--- config.mk ---
export PLATFORM = sky130hd
export DESIGN_NAME = scene_text_lexer
export DESIGN_NICKNAME = d
export VERILOG_FILES = /design/src/hdl/stl_pkg.sv /design/src/hdl/scene_text_lexer.sv
export SDC_FILE = /design/constraint.sdc
export NUM_CORES = 1
export LEC_CHECK = 0
export ABC_CLOCK_PERIOD_IN_PS = 3600
export BUFFER_PORTS_ARGS = -buffer_cell sky130_fd_sc_hd__buf_2
export CORE_ASPECT_RATIO = 0.6
export CORE_MARGIN = 1.5
export CORE_UTILIZATION = 40
export DETAILED_ROUTE_END_ITERATION = 16
export GPL_TIMING_DRIVEN = 1
export PLACE_DENSITY_LB_ADDON = 0.15
export SKIP_LAST_GASP = 1
export SLEW_MARGIN = 25
export SYNTH_ARGS = -nofsm -noshare
export SYNTH_HDL_FRONTEND = slang
export SYNTH_SLANG_ARGS = --single-unit
--- constraint.sdc ---
create_clock -name i_clk -period 3.6 [get_ports i_clk]
set_input_delay 0.18 -clock i_clk [delete_from_list [all_inputs] [get_ports i_clk]]
set_output_delay 0.18 -clock i_clk [all_outputs]
set_load 0.02 [all_outputs]
--- src/hdl/stl_pkg.sv ---
// shared types, character constants and byte classes for the scene text lexer
// depends on: nothing
package stl_pkg;

    // lexer mode, one-hot
    typedef enum logic [6:0] {
        MODE_IDLE    = 7'b0000001,
        MODE_IDENT   = 7'b0000010,
        MODE_NUMBER  = 7'b0000100,
        MODE_PUNCT   = 7'b0001000,
        MODE_STRING  = 7'b0010000,
        MODE_QUOTE   = 7'b0100000,
        MODE_COMMENT = 7'b1000000
    } t_lex_mode;

    // token kind codes
    localparam logic [1:0] KIND_IDENT  = 2'd0;
    localparam logic [1:0] KIND_NUMBER = 2'd1;
    localparam logic [1:0] KIND_PUNCT  = 2'd2;
    localparam logic [1:0] KIND_STRING = 2'd3;

    // character codes
    localparam logic [7:0] CH_TAB   = 8'h09;
    localparam logic [7:0] CH_NL    = 8'h0A;
    localparam logic [7:0] CH_VT    = 8'h0B;
    localparam logic [7:0] CH_FF    = 8'h0C;
    localparam logic [7:0] CH_CR    = 8'h0D;
    localparam logic [7:0] CH_SPACE = 8'h20;
    localparam logic [7:0] CH_QUOTE = 8'h22;
    localparam logic [7:0] CH_HASH  = 8'h23;
    localparam logic [7:0] CH_DASH  = 8'h2D;
    localparam logic [7:0] CH_DOT   = 8'h2E;
    localparam logic [7:0] CH_SLASH = 8'h2F;
    localparam logic [7:0] CH_ZERO  = 8'h30;
    localparam logic [7:0] CH_NINE  = 8'h39;
    localparam logic [7:0] CH_UP_A  = 8'h41;
    localparam logic [7:0] CH_UP_Z  = 8'h5A;
    localparam logic [7:0] CH_UNDER = 8'h5F;
    localparam logic [7:0] CH_LO_A  = 8'h61;
    localparam logic [7:0] CH_LO_Z  = 8'h7A;

    // letters and underscore
    function automatic logic is_letter(input logic [7:0] b);
        return (b >= CH_LO_A && b <= CH_LO_Z) || (b >= CH_UP_A && b <= CH_UP_Z)
            || (b == CH_UNDER);
    endfunction

    // digits and the marks that stay inside numbers and identifiers
    function automatic logic is_digit_mark(input logic [7:0] b);
        return (b >= CH_ZERO && b <= CH_NINE) || (b == CH_DOT) || (b == CH_SLASH)
            || (b == CH_DASH);
    endfunction

    // whitespace separators
    function automatic logic is_blank(input logic [7:0] b);
        return (b == CH_SPACE) || (b == CH_TAB) || (b == CH_NL) || (b == CH_VT)
            || (b == CH_FF) || (b == CH_CR);
    endfunction

endpackage

--- src/hdl/scene_text_lexer.sv ---
// scene text lexer: byte-wise character-class tokenizer with line tracking
// depends on: stl_pkg
//
//  channel | signals                                   | direction
//  --------+-------------------------------------------+----------
//  in      | i_in_valid / o_in_ready, data, last flag  | byte in
//  out     | o_out_valid / i_out_ready, token fields   | result out
//
// one byte per cycle unless the output stalls: a byte is classified and the lexer
// state updated in the cycle of its transfer, and its result sits in the output
// register the next cycle. the output register takes a new result while the old
// one is transferred, so a stall on the output only holds the input for as long.
// synchronous active-low reset returns to idle with line count one; no clearing pass.
module scene_text_lexer #(
    parameter int LINE_BITS = 20
) (
    input  logic                 i_clk,
    input  logic                 i_rst_n,
    input  logic                 i_in_valid,
    output logic                 o_in_ready,
    input  logic [7:0]           i_data_byte,
    input  logic                 i_last_byte,
    output logic                 o_out_valid,
    input  logic                 i_out_ready,
    output logic                 o_has_char,
    output logic [7:0]           o_char_out,
    output logic [1:0]           o_token_kind,
    output logic                 o_token_start,
    output logic [LINE_BITS-1:0] o_line_number,
    output logic                 o_stream_end
);

    localparam logic [LINE_BITS-1:0] LineOne = LINE_BITS'(1);
    localparam logic [LINE_BITS-1:0] LineMax = {LINE_BITS{1'b1}};

    // lexer state
    stl_pkg::t_lex_mode   r_mode, n_mode;
    logic [7:0]           r_run, n_run;
    logic [LINE_BITS-1:0] r_line_cnt, n_line_cnt;
    logic [LINE_BITS-1:0] r_tok_line, n_tok_line;

    // output register
    logic                 r_out_valid;
    logic                 r_has_char;
    logic [7:0]           r_char;
    logic [1:0]           r_kind;
    logic                 r_start;
    logic [LINE_BITS-1:0] r_line;
    logic                 r_end;

    // result of the current byte
    logic                 emit;
    logic [1:0]           kind;
    logic                 start;
    logic                 fresh;
    logic [LINE_BITS-1:0] line_res;
    logic                 in_xfer;

    assign o_in_ready = !r_out_valid || i_out_ready;
    assign in_xfer    = i_in_valid && o_in_ready;

    // classify the byte against the current mode
    always_comb begin
        n_mode     = r_mode;
        n_run      = r_run;
        n_line_cnt = r_line_cnt;
        n_tok_line = r_tok_line;
        emit       = 1'b0;
        kind       = stl_pkg::KIND_IDENT;
        start      = 1'b0;
        fresh      = 1'b0;

        unique case (r_mode)
            stl_pkg::MODE_IDENT: begin
                if (stl_pkg::is_letter(i_data_byte) || stl_pkg::is_digit_mark(i_data_byte)) begin
                    emit = 1'b1;
                    kind = stl_pkg::KIND_IDENT;
                end else begin
                    fresh = 1'b1;
                end
            end
            stl_pkg::MODE_NUMBER: begin
                if (stl_pkg::is_digit_mark(i_data_byte)) begin
                    emit = 1'b1;
                    kind = stl_pkg::KIND_NUMBER;
                end else begin
                    fresh = 1'b1;
                end
            end
            stl_pkg::MODE_PUNCT: begin
                if (i_data_byte == r_run) begin
                    emit = 1'b1;
                    kind = stl_pkg::KIND_PUNCT;
                end else begin
                    fresh = 1'b1;
                end
            end
            stl_pkg::MODE_STRING: begin
                if (i_data_byte == stl_pkg::CH_QUOTE) begin
                    n_mode = stl_pkg::MODE_QUOTE;
                end else begin
                    emit  = 1'b1;
                    kind  = stl_pkg::KIND_STRING;
                    start = (r_run == 8'd0);
                    n_run = 8'd1;
                end
            end
            stl_pkg::MODE_QUOTE: begin
                // doubled quote gives a literal quote
                if (i_data_byte == stl_pkg::CH_QUOTE) begin
                    emit   = 1'b1;
                    kind   = stl_pkg::KIND_STRING;
                    start  = (r_run == 8'd0);
                    n_run  = 8'd1;
                    n_mode = stl_pkg::MODE_STRING;
                end else begin
                    fresh = 1'b1;
                end
            end
            stl_pkg::MODE_COMMENT: begin
                if (i_data_byte == stl_pkg::CH_NL) begin
                    fresh = 1'b1;
                end
            end
            default: begin
                fresh = 1'b1;
            end
        endcase

        // byte lexed from scratch
        if (fresh) begin
            priority if (stl_pkg::is_blank(i_data_byte)) begin
                n_mode = stl_pkg::MODE_IDLE;
                if (i_data_byte == stl_pkg::CH_NL && r_line_cnt != LineMax) begin
                    n_line_cnt = r_line_cnt + LineOne;
                end
            end else if (i_data_byte == stl_pkg::CH_QUOTE) begin
                n_mode     = stl_pkg::MODE_STRING;
                n_run      = 8'd0;
                n_tok_line = r_line_cnt;
            end else if (i_data_byte == stl_pkg::CH_HASH) begin
                n_mode = stl_pkg::MODE_COMMENT;
            end else if (stl_pkg::is_letter(i_data_byte)) begin
                n_mode     = stl_pkg::MODE_IDENT;
                n_tok_line = r_line_cnt;
                emit       = 1'b1;
                kind       = stl_pkg::KIND_IDENT;
                start      = 1'b1;
            end else if (stl_pkg::is_digit_mark(i_data_byte)) begin
                n_mode     = stl_pkg::MODE_NUMBER;
                n_tok_line = r_line_cnt;
                emit       = 1'b1;
                kind       = stl_pkg::KIND_NUMBER;
                start      = 1'b1;
            end else begin
                n_mode     = stl_pkg::MODE_PUNCT;
                n_run      = i_data_byte;
                n_tok_line = r_line_cnt;
                emit       = 1'b1;
                kind       = stl_pkg::KIND_PUNCT;
                start      = 1'b1;
            end
        end

        // token line while emitting, updated line count otherwise
        line_res = emit ? n_tok_line : n_line_cnt;

        // end of text returns the lexer state to reset values
        if (i_last_byte) begin
            n_mode     = stl_pkg::MODE_IDLE;
            n_run      = 8'd0;
            n_line_cnt = LineOne;
            n_tok_line = LineOne;
        end
    end

    // lexer state update on an input transfer
    always_ff @(posedge i_clk) begin
        if (!i_rst_n) begin
            r_mode     <= stl_pkg::MODE_IDLE;
            r_run      <= 8'd0;
            r_line_cnt <= LineOne;
            r_tok_line <= LineOne;
        end else if (in_xfer) begin
            r_mode     <= n_mode;
            r_run      <= n_run;
            r_line_cnt <= n_line_cnt;
            r_tok_line <= n_tok_line;
        end
    end

    // output valid
    always_ff @(posedge i_clk) begin
        if (!i_rst_n) begin
            r_out_valid <= 1'b0;
        end else if (o_in_ready) begin
            r_out_valid <= i_in_valid;
        end
    end

    // output payload
    always_ff @(posedge i_clk) begin
        if (in_xfer) begin
            r_has_char <= emit;
            r_char     <= emit ? i_data_byte : 8'd0;
            r_kind     <= emit ? kind : stl_pkg::KIND_IDENT;
            r_start    <= emit && start;
            r_line     <= line_res;
            r_end      <= i_last_byte;
        end
    end

    assign o_out_valid   = r_out_valid;
    assign o_has_char    = r_has_char;
    assign o_char_out    = r_char;
    assign o_token_kind  = r_kind;
    assign o_token_start = r_start;
    assign o_line_number = r_line;
    assign o_stream_end  = r_end;

endmodule

Yosys cells after proc, flatten, opt, wreduce, memory -nomap -nowiden
Index checks and enable logic that the tools add are counted.
{"block": "classes", "muxes": 63, "order_cmp": 6, "eq_ne": 22, "addsub": 1, "n_reduce_logical": 22}
{"cell": "20-bit two-way mux", "n": 10}
{"cell": "8-bit two-way mux", "n": 9}
{"cell": "7-bit two-way mux", "n": 7}
{"cell": "8-bit by 6-bit == test with 1-bit output (second input constant)", "n": 6}
{"cell": "8-bit by 4-bit == test with 1-bit output (second input constant)", "n": 5}
{"cell": "20-bit by 1-bit adder with 20-bit output (second input constant)", "n": 1}
{"cell": "1-bit two-way mux", "n": 20}
{"cell": "20-bit inequality test (second input constant)", "n": 1}
{"cell": "2-bit two-way mux", "n": 9}
{"cell": "8-bit by 7-bit >= comparator with 1-bit output (second input constant)", "n": 2}
{"cell": "8-bit by 7-bit less-or-equal comparator with 1-bit output (second input constant)", "n": 2}
{"cell": "8-bit one-hot mux with 2 select lines", "n": 1}
{"cell": "7-bit one-hot mux with 2 select lines", "n": 1}
{"cell": "1-bit logical OR", "n": 12}
{"cell": "8-bit by 7-bit == test with 1-bit output (second input constant)", "n": 1}
{"cell": "8-bit == test", "n": 1}
{"cell": "8-bit by 6-bit >= comparator with 1-bit output (second input constant)", "n": 1}
{"cell": "8-bit by 6-bit less-or-equal comparator with 1-bit output (second input constant)", "n": 1}
{"cell": "8-bit logical NOT", "n": 1}
{"cell": "4-bit two-way mux", "n": 2}
{"cell": "4-bit inequality test (second input constant)", "n": 2}
{"cell": "2-bit one-hot mux with 4 select lines", "n": 1}
{"cell": "7-bit by 2-bit == test with 1-bit output (second input constant)", "n": 1}
{"cell": "7-bit by 3-bit == test with 1-bit output (second input constant)", "n": 1}
{"cell": "other kinds (11)", "n": 16}
{"block": "totals", "regBits": 89, "output_inout_bits": 35, "wordCells": 125}

Depth between registers and ports, before layout
Gate-level depths: netlist of run 1.
{"block": "logic_depth", "ltp_word": 13, "depth_mapped": 11}

Worst setup path after synthesis of run 1
Ideal clock, no wire load.
{"block": "synth_path", "path_kind": "reg2reg", "startpoint": "register r_out_valid, in the netlist o_out_valid", "endpoint": "register r_run[2]", "stages_incl_launch_ff": 9, "period_less_slack_ps": 2903, "required_time_ps": 3540, "slack_ps": 697, "n_path_buf": 0, "setup_ps": 60, "t_arrival_ps": 2843, "path_cell_list": "dfxtp_1 -> nand2b_1 -> nand2_1 -> inv_1 -> nand2b_1 -> nor2_1 -> nand2_1 -> o21ai_1 -> a22o_1"}
{"block": "synth_via", "elab_chain_len": 3}
{"element": "start: declaration", "line_no": "scene_text_lexer.sv:43", "source": "logic r_out_valid;"}
{"element": "start signal: assignment", "line_no": "scene_text_lexer.sv:197", "source": "r_out_valid <= i_in_valid;"}
{"element": "1-bit logical NOT", "line_no": "scene_text_lexer.sv:59", "source": "assign o_in_ready = !r_out_valid || i_out_ready;"}
{"element": "1-bit logical OR", "line_no": "scene_text_lexer.sv:59"}
{"element": "net o_in_ready", "line_no": "scene_text_lexer.sv:20", "source": "output logic o_in_ready,"}
{"element": "1-bit logical AND", "line_no": "scene_text_lexer.sv:60", "source": "assign in_xfer = i_in_valid && o_in_ready;"}
{"element": "net in_xfer", "line_no": "scene_text_lexer.sv:57", "source": "logic in_xfer;"}
{"element": "end signal: assignment", "line_no": "scene_text_lexer.sv:186", "source": "r_run <= n_run;"}
{"element": "end: declaration", "line_no": "scene_text_lexer.sv:38", "source": "logic [7:0] r_run, n_run;"}
The timed path passes the listed nets, and every way through them passes these cells.
A chain may end at the register's enable or synchronous reset.

Final worst setup path of run 1
{"block": "layout_path", "startpoint": "register r_mode[1]", "endpoint": "register r_line[16], in the netlist o_line_number[16] (data pin)"}
{"block": "layout_via", "elab_chain_len": 7, "word_cells_on_any_way": 15}
{"element": "start: declaration", "line_no": "scene_text_lexer.sv:37", "source": "stl_pkg::t_lex_mode r_mode, n_mode;"}
{"element": "start signal: assignment", "line_no": "scene_text_lexer.sv:180", "source": "r_mode <= stl_pkg::MODE_IDLE;"}
{"element": "start signal: assignment", "line_no": "scene_text_lexer.sv:185", "source": "r_mode <= n_mode;"}
{"element": "7-bit by 6-bit == test with 1-bit output, or another cell as far along", "line_no": "scene_text_lexer.sv:73", "source": "unique case (r_mode)"}
{"element": "1-bit one-hot mux with 5 select lines", "line_no": "scene_text_lexer.sv:73"}
{"element": "1-bit two-way mux", "line_no": "scene_text_lexer.sv:141", "source": "end else if (i_data_byte == stl_pkg::CH_HASH) begin"}
{"element": "1-bit two-way mux", "line_no": "scene_text_lexer.sv:137", "source": "end else if (i_data_byte == stl_pkg::CH_QUOTE) begin"}
{"element": "1-bit two-way mux", "line_no": "scene_text_lexer.sv:132", "source": "priority if (stl_pkg::is_blank(i_data_byte)) begin"}
{"element": "1-bit two-way mux", "line_no": "scene_text_lexer.sv:131", "source": "if (fresh) begin"}
{"element": "20-bit two-way mux (*)", "line_no": "scene_text_lexer.sv:166", "source": "line_res = emit ? n_tok_line : n_line_cnt;"}
{"element": "net line_res[16]", "line_no": "scene_text_lexer.sv:56", "source": "logic [LINE_BITS-1:0] line_res;"}
{"element": "end signal: assignment", "line_no": "scene_text_lexer.sv:208", "source": "r_line <= line_res;"}
{"element": "end: declaration", "line_no": "scene_text_lexer.sv:48", "source": "logic [LINE_BITS-1:0] r_line;"}
The timed path passes the listed nets; every way through them passes the cells marked *.

==> results.py, run 1 <==
metrics = {
    "status": {
        "status": "finished, final reports clean",
    },
    "yosys": {
        "synth_edf_count": 33,
        "synth_seq_cells": 89,
        "ys_seq_area_frac": 0.4691,
        "synth_nets": 485,
        "synth_cells": 471,
        "async_flop_share": 0,
        "yosys_warnings": 0,
        "syn_area_sq_mm": 0.004502,
        "synth_top_area_frac": 0.2490,
        "netlist_top_cells_count": "dfxtp_1, nand2_1, edfxtp_1, nand3_1, a22o_1",
        "synth_top_flop_cell": "dfxtp_1",
        "yosysTopAreaCell": "dfxtp_1",
        "synth.most_common_cell": "dfxtp_1",
        "ys_types": 66,
        "avgSynthCellArea_sq_um": 9.558,
        "synth_area_leaders": "dfxtp_1, edfxtp_1, a22o_1",
    },
    "die": {
        "fp-row-count": 29,
        "die_h_um": 85.18,
        "initial_utilization": 0.4177,
        "core_sq_mm": 0.01078,
        "die-area_sq_mm": 0.01192,
        "die_w_um": 140.0,
        "io_pins": 48,
    },
    "finish": {
        "final_core_util": 0.4730,
        "fillers": 1000,
        "final_nets": 521,
        "layout-drive-gt1-share": 0.1758,
        "syn_to_final_growth_pct": 13.23,
        "design_area_sq_mm": 0.005097,
        "antenna_cells": 0,
        "multi_input_area_sq_mm": 0.002187,
        "fin_cells": 651,
        "seq_area_sq_mm": 0.002112,
    },
    "timing": {
        "setup_viol": 0,
        "relSlewSlack": 0.3227,
        "rsz0062_at_grt": "no",
        "setup-tns-final_ns": 0,
        "period_needed_ns": 2.971,
        "hold_viol": 0,
        "slew_viol_final": 0,
        "fmaxAchievable_mhz": 336.5,
        "finClkSkew_ns": 0.007976,
        "worstMarginPinSlew_ns": 1.016,
        "period_share": 0.8254,
    },
    "route": {
        "vias": 3939,
        "dr.pass1.iters": 5,
        "post-route-drc-count": 0,
        "drt-initial-drc-count": 426,
        "vias_per_cell": 6.051,
        "wl_per_cell_um": 19.10,
        "routed_wl_um": 12430,
        "postRouteAntennaNets": 0,
    },
    "clock_network": {
        "numCtsBuffers": 9,
        "cts.sinks": 89,
        "htreeDepth": 3,
        "tritoncts": "yes",
        "clk_pin_slew_ns": 0.06,
        "cts_max_path_buffers": 2,
        "root_buffer": "clkbuf_16",
        "postCtsSetupRepairBufs": 0,
        "cts_resized": 0,
        "hold_buffers": 0,
        "clkLatencyLatePin_ns": 0.35,
    },
    "critical_path": {
        "r2r_start": "r_mode[1]$_SDFFE_PN0P_",
        "rrSetupSlack_ns": 0.63,
        "arrival_ns": 3.08,
        "path_max_fanout": 18,
        "endpoint_kind": "flip-flop",
        "regToRegEndpoint": "o_line_number[16]$_DFFE_PP_",
        "rr_worst_depth": 7,
        "cp.required_ns": 3.70,
        "critical_path_class": "reg -> reg",
        "cp-start-kind": "flip-flop",
    },
    "min_path": {
        "hold_start": "i_in_valid",
        "hold_depth": 3,
        "min_to": "o_out_valid$_SDFFE_PN0N_",
        "hp-class": "in -> reg",
    },
    "power": {
        "p_clk_frac": 0.408,
        "power_frac_comb": 0.089,
        "switchingPower_uw": 555.0,
        "p_seq_frac": 0.503,
        "total_power_uw": 2148,
        "ir_drop_mv": 0.2341,
        "leakage_uw": 0.001853,
        "swShare": 0.2583,
        "cellPowerDensity_mw_per_mm2": 421.4,
        "p_int_uw": 1593,
    },
    "global_route": {
        "antenna_found_initial": 0,
        "grt_pass1_vias": 3598,
        "grt_start_max_net_pins": 39,
        "grt_pass1_wl_um": 19910,
        "grt.overflow.total": 0,
        "grt_usage": 0.2158,
    },
    "placement": {
        "place_inst": 635,
        "io_buffers": 47,
        "postPlaceCellArea_sq_mm": 0.004825,
        "dp_hpwl_um": 8359,
        "gp_congestion": 0.9354,
    },
    "job": {
        "maxCapViolations": 0,
    },
}
[critical path, stage by stage, from the launching register on]
cell     delay, ns
dfxtp_1       0.38
nor3_1        0.30
and4b_1       0.34
a21oi_1       0.13
o21ai_2       0.80
a31oi_1       0.27
o32a_1        0.41
o21a_1        0.10
[per-stage QoR]
stage	worst slack [ns]	hold WS (ns)
after floorplan	0.6967	0.2789
after global placement	0.7334	0.4282
after detailed placement	0.6024	0.4371
after CTS	0.7031	0.06521
after global routing	0.4967	0.08514
final	0.6286	0.07312
[state kept, by name, indices dropped and copies added (netlist names)]
| register | cells |
|---|---|
| r_tok_line | 20 |
| o_has_char | 1 |
| r_mode | 7 |
| o_token_start | 1 |
| r_line_cnt | 20 |
| o_char_out | 8 |
| o_out_valid | 1 |
| o_token_kind | 2 |
| o_stream_end | 1 |
| o_line_number | 20 |
| r_run | 8 |
[layout make-up]
class	count	share of cell area
Multi-Input combinational cell	338	0.4291
Sequential cell	89	0.4143
Timing Repair Buffer	56	0.05940
Clock buffer	9	0.04418
Tap cell	139	0.03412
Inverter	13	0.009573
Clock inverter	7	0.009327
[kinds of logic after synthesis]
family,Yosys count,synth area share
compound gates,129,0.2148
flops,89,0.4692
mux,1,0.002224
fa+ha+maj,1,0.002779
xor+xnor,9,0.01751
buf+inv,44,0.04502
simple gates,198,0.2485
[how the worst max path moves through the flow]
stage                                        start                     endpoint  slack, ns
after CTS                    r_run[0]$_SDFFE_PN0P_  o_line_number[18]$_DFFE_PP_       0.70
after global placement              i_data_byte[1]  o_line_number[16]$_DFFE_PP_       0.73
after global routing        r_mode[1]$_SDFFE_PN0P_  o_line_number[16]$_DFFE_PP_       0.50
after floorplan           o_out_valid$_SDFFE_PN0N_        r_run[2]$_SDFFE_PN0P_       0.70
final                       r_mode[1]$_SDFFE_PN0P_  o_line_number[16]$_DFFE_PP_       0.63
after detailed placement            i_data_byte[1]  o_line_number[16]$_DFFE_PP_       0.60
[placed cells by master (no fill, tap or decap), types with 7 or more instances in the layout]
| master | instances |
|---|---|
| o21ai_1 | 7 |
| and3_1 | 13 |
| o211ai_1 | 17 |
| a22o_1 | 26 |
| nand3_1 | 29 |
| inv_1 | 12 |
| nand2_1 | 51 |
| a31oi_1 | 18 |
| nor2_1 | 20 |
| nor4_1 | 8 |
| buf_2 | 47 |
| a21oi_1 | 16 |
| dfxtp_1 | 56 |
| clkbuf_16 | 9 |
| nor3_1 | 7 |
| xor2_1 | 8 |
| buf_4 | 9 |
| nand4_1 | 9 |
| and2_1 | 9 |
| edfxtp_1 | 33 |
[metal layers]
layer	track usage	vias up	wire, um
met2	0.2732	164	4675
met1	0.3447	1887	6522
met4	0.05359	0	131
met3	0.06490	12	1101
met5	0	-	0
li1	-	1876	-
[power by group through the flow]
stage	registers [uW]	logic (uW)	clock network (uW)
after floorplan	1130	101	0
after global placement	1100	190	0
after detailed placement	1100	190	0
after CTS	1080	191	890
after global routing	1080	207	934
final	1080	192	876
No activity file was read; power rests on OpenSTA's default activity.
==> inputs of run 2 (changes only) <==
ABC_AREA = 1   (was unset)
ABC_CLOCK_PERIOD_IN_PS = 2400   (was 3600)
clock period = 2.4 ns   (was 3.6 ns; I/O delays follow)
==> run 2 against run 1 <==
  * Die area increased by 25%
  * Utilization decreased by 0.43 points
  * Routed wire length increased by 24%
  * Synthesized area increased by 26%
  * Critical path type unchanged
  * Critical endpoint unchanged
==> results.py, run 2 <==
metrics = {
    "global_route": {
        "antenna_found_initial": 0,
        "grt_usage": 0.2199,
        "grt_start_max_net_pins": 51,
        "grt.overflow.total": 0,
        "grt_pass1_wl_um": 25390,
        "grt_pass1_vias": 4746,
    },
    "clock_network": {
        "clk_pin_slew_ns": 0.07,
        "root_buffer": "clkbuf_16",
        "cts.sinks": 89,
        "tritoncts": "yes",
        "cts_max_path_buffers": 2,
        "htreeDepth": 3,
        "postCtsSetupRepairBufs": 0,
        "clkLatencyLatePin_ns": 0.34,
        "numCtsBuffers": 9,
    },
    "die": {
        "core_sq_mm": 0.01375,
        "die_h_um": 95.16,
        "initial_utilization": 0.4118,
        "io_pins": 48,
        "die_w_um": 156.6,
        "die-area_sq_mm": 0.01490,
        "fp-row-count": 33,
    },
    "timing": {
        "finClkSkew_ns": 0.007872,
        "relSlewSlack": 0.5694,
        "setup-tns-final_ns": 0,
        "period_needed_ns": 2.183,
        "worstMarginPinSlew_ns": 0.6449,
        "rsz0062_at_grt": "no",
        "setup_viol": 0,
        "period_share": 0.9094,
        "slew_viol_final": 0,
        "fmaxAchievable_mhz": 458.2,
        "hold_viol": 0,
    },
    "min_path": {
        "hold_depth": 4,
        "hold_start": "i_out_ready",
        "hp-class": "in -> reg",
        "min_to": "o_out_valid$_SDFFE_PN0N_",
    },
    "critical_path": {
        "rrSetupSlack_ns": 0.22,
        "rr_worst_depth": 12,
        "cp.required_ns": 2.51,
        "cp-start-kind": "flip-flop",
        "critical_path_class": "reg -> reg",
        "regToRegEndpoint": "o_line_number[16]$_DFFE_PP_",
        "path_max_fanout": 29,
        "arrival_ns": 2.29,
        "r2r_start": "r_line_cnt[0]$_SDFFE_PN1P_",
        "endpoint_kind": "flip-flop",
    },
    "route": {
        "postRouteAntennaNets": 0,
        "post-route-drc-count": 0,
        "wl_per_cell_um": 14.08,
        "vias": 5520,
        "drt-initial-drc-count": 542,
        "vias_per_cell": 5.036,
        "met3_length_um": 1180,
        "dr.pass1.iters": 5,
        "dr.max_layer_used": "met4",
        "routed_wl_um": 15430,
        "wl_met1_um": 8588,
        "wl_met2_um": 5523,
    },
    "placement": {
        "dp_hpwl_um": 10680,
        "gp_congestion": 0.8650,
        "io_buffers": 47,
    },
    "power": {
        "ir_drop_mv": 0.3696,
        "leakage_uw": 0.002738,
        "cellPowerDensity_mw_per_mm2": 542.0,
        "total_power_uw": 3493,
    },
    "yosys": {
        "netlist_top_cells_count": "nand2_1, nor2_1, a21oi_1, dfxtp_1, o21ai_0",
        "synth_seq_cells": 89,
        "synth_top_flop_cell": "dfxtp_1",
        "avgSynthCellArea_sq_um": 6.606,
        "synth.most_common_cell": "nand2_1",
        "yosys_warnings": 0,
        "async_flop_share": 0,
        "synth_top_area_frac": 0.2274,
        "ys_seq_area_frac": 0.3730,
        "synth_nets": 871,
        "ys_types": 37,
        "synth_edf_count": 33,
        "synth_area_leaders": "nand2_1, dfxtp_1, edfxtp_1",
        "syn_area_sq_mm": 0.005662,
        "yosysTopAreaCell": "nand2_1",
        "synth_cells": 857,
    },
    "status": {
        "status": "finished, final reports clean",
    },
    "finish": {
        "layout_commonest_cell": "nand2_1",
        "antenna_cells": 0,
        "final_cell_mix": "nand2_1, nor2_1, a21oi_1",
        "syn_to_final_growth_pct": 13.83,
        "final_nets": 913,
        "layout-drive-gt1-share": 0.1449,
    },
    "job": {
        "maxCapViolations": 0,
    },
}
-- run 2: worst max-delay path, cell delays in order (launching register included) --
cell,delay (ns)
dfxtp_1,0.45
ha_1,0.21
inv_1,0.05
nor2_2,0.13
nand2_2,0.11
nor3_4,0.18
nand2_2,0.09
nand2_4,0.14
inv_4,0.14
o21ai_0,0.21
o21ai_1,0.12
nand2_1,0.08
nand2_1,0.05
-- run 2: per-layer routing --
metal | track usage | up-vias
li1 | - | 2852
met3 | 0.03818 | 11
met2 | 0.2893 | 230
met1 | 0.3570 | 2427
met5 | 0 | -
met4 | 0.05238 | 0
-- run 2: per-stage QoR --
stage | worst slack (ns) | std cells | area (sq um) | util | hold WS (ns)
after floorplan | 0.2446 | 857 | 5662 | - | 0.2186
after global placement | 0.1130 | 1079 | 6132 | 0.4460 | 0.3561
after detailed placement | 0.1192 | 1079 | 6132 | 0.4460 | 0.3560
after CTS | 0.1171 | 1096 | 6436 | 0.4681 | 0.05858
after global routing | 0.02443 | 1096 | 6445 | 0.4687 | 0.07435
final | 0.2175 | 1096 | 6445 | 0.4687 | 0.06705
-- run 2: cell type report --
cell class	instances	area, sq um
Fill cell	1412	7305
Inverter	61	236.5
Tap cell	192	240.2
Timing Repair Buffer	77	491.7
Clock buffer	9	225.2
Sequential cell	89	2112
Clock inverter	7	68.82
Multi-Input combinational cell	661	3070
-- run 2: cell families (layout without fill, tap and decap cells) --
family                     after synthesis  in the layout  synth area share
xor gates and xnor gates                22             22           0.03403
adders and majority gates                1              1          0.002210
DFF                                     89             89            0.3730
AOI/OAI and AO/OA                      154            154            0.1439
buffers and inverters                  107            154           0.08619
and+or+nand+nor                        484            484            0.3607
-- run 2: worst max path at each step --
stage,slack (ns),to,startpoint
after floorplan,0.24,o_line_number[18]$_DFFE_PP_,r_line_cnt[0]$_SDFFE_PN1P_
after detailed placement,0.12,o_line_number[18]$_DFFE_PP_,r_line_cnt[0]$_SDFFE_PN1P_
after CTS,0.12,o_line_number[16]$_DFFE_PP_,r_line_cnt[0]$_SDFFE_PN1P_
after global placement,0.11,o_char_out[4]$_SDFFCE_PN0P_,i_data_byte[3]
after global routing,0.02,o_line_number[16]$_DFFE_PP_,r_line_cnt[0]$_SDFFE_PN1P_
final,0.22,o_line_number[16]$_DFFE_PP_,r_line_cnt[0]$_SDFFE_PN1P_
-- run 2: report_power, final --
group | internal (uW) | leakage, uW | switching (uW)
Sequential | 1620 | 0.000777 | 23.1
Combinational | 124 | 0.00181 | 292
Clock | 808 | 0.000145 | 627
-- run 2: timing repair --
item / 4_1_cts / 5_1_grt
resized for setup: 0 / 5
endpoints found under the setup margin: 0 / 21
endpoints found under the hold margin: 1 / 0
hold buffers: 1 / 0
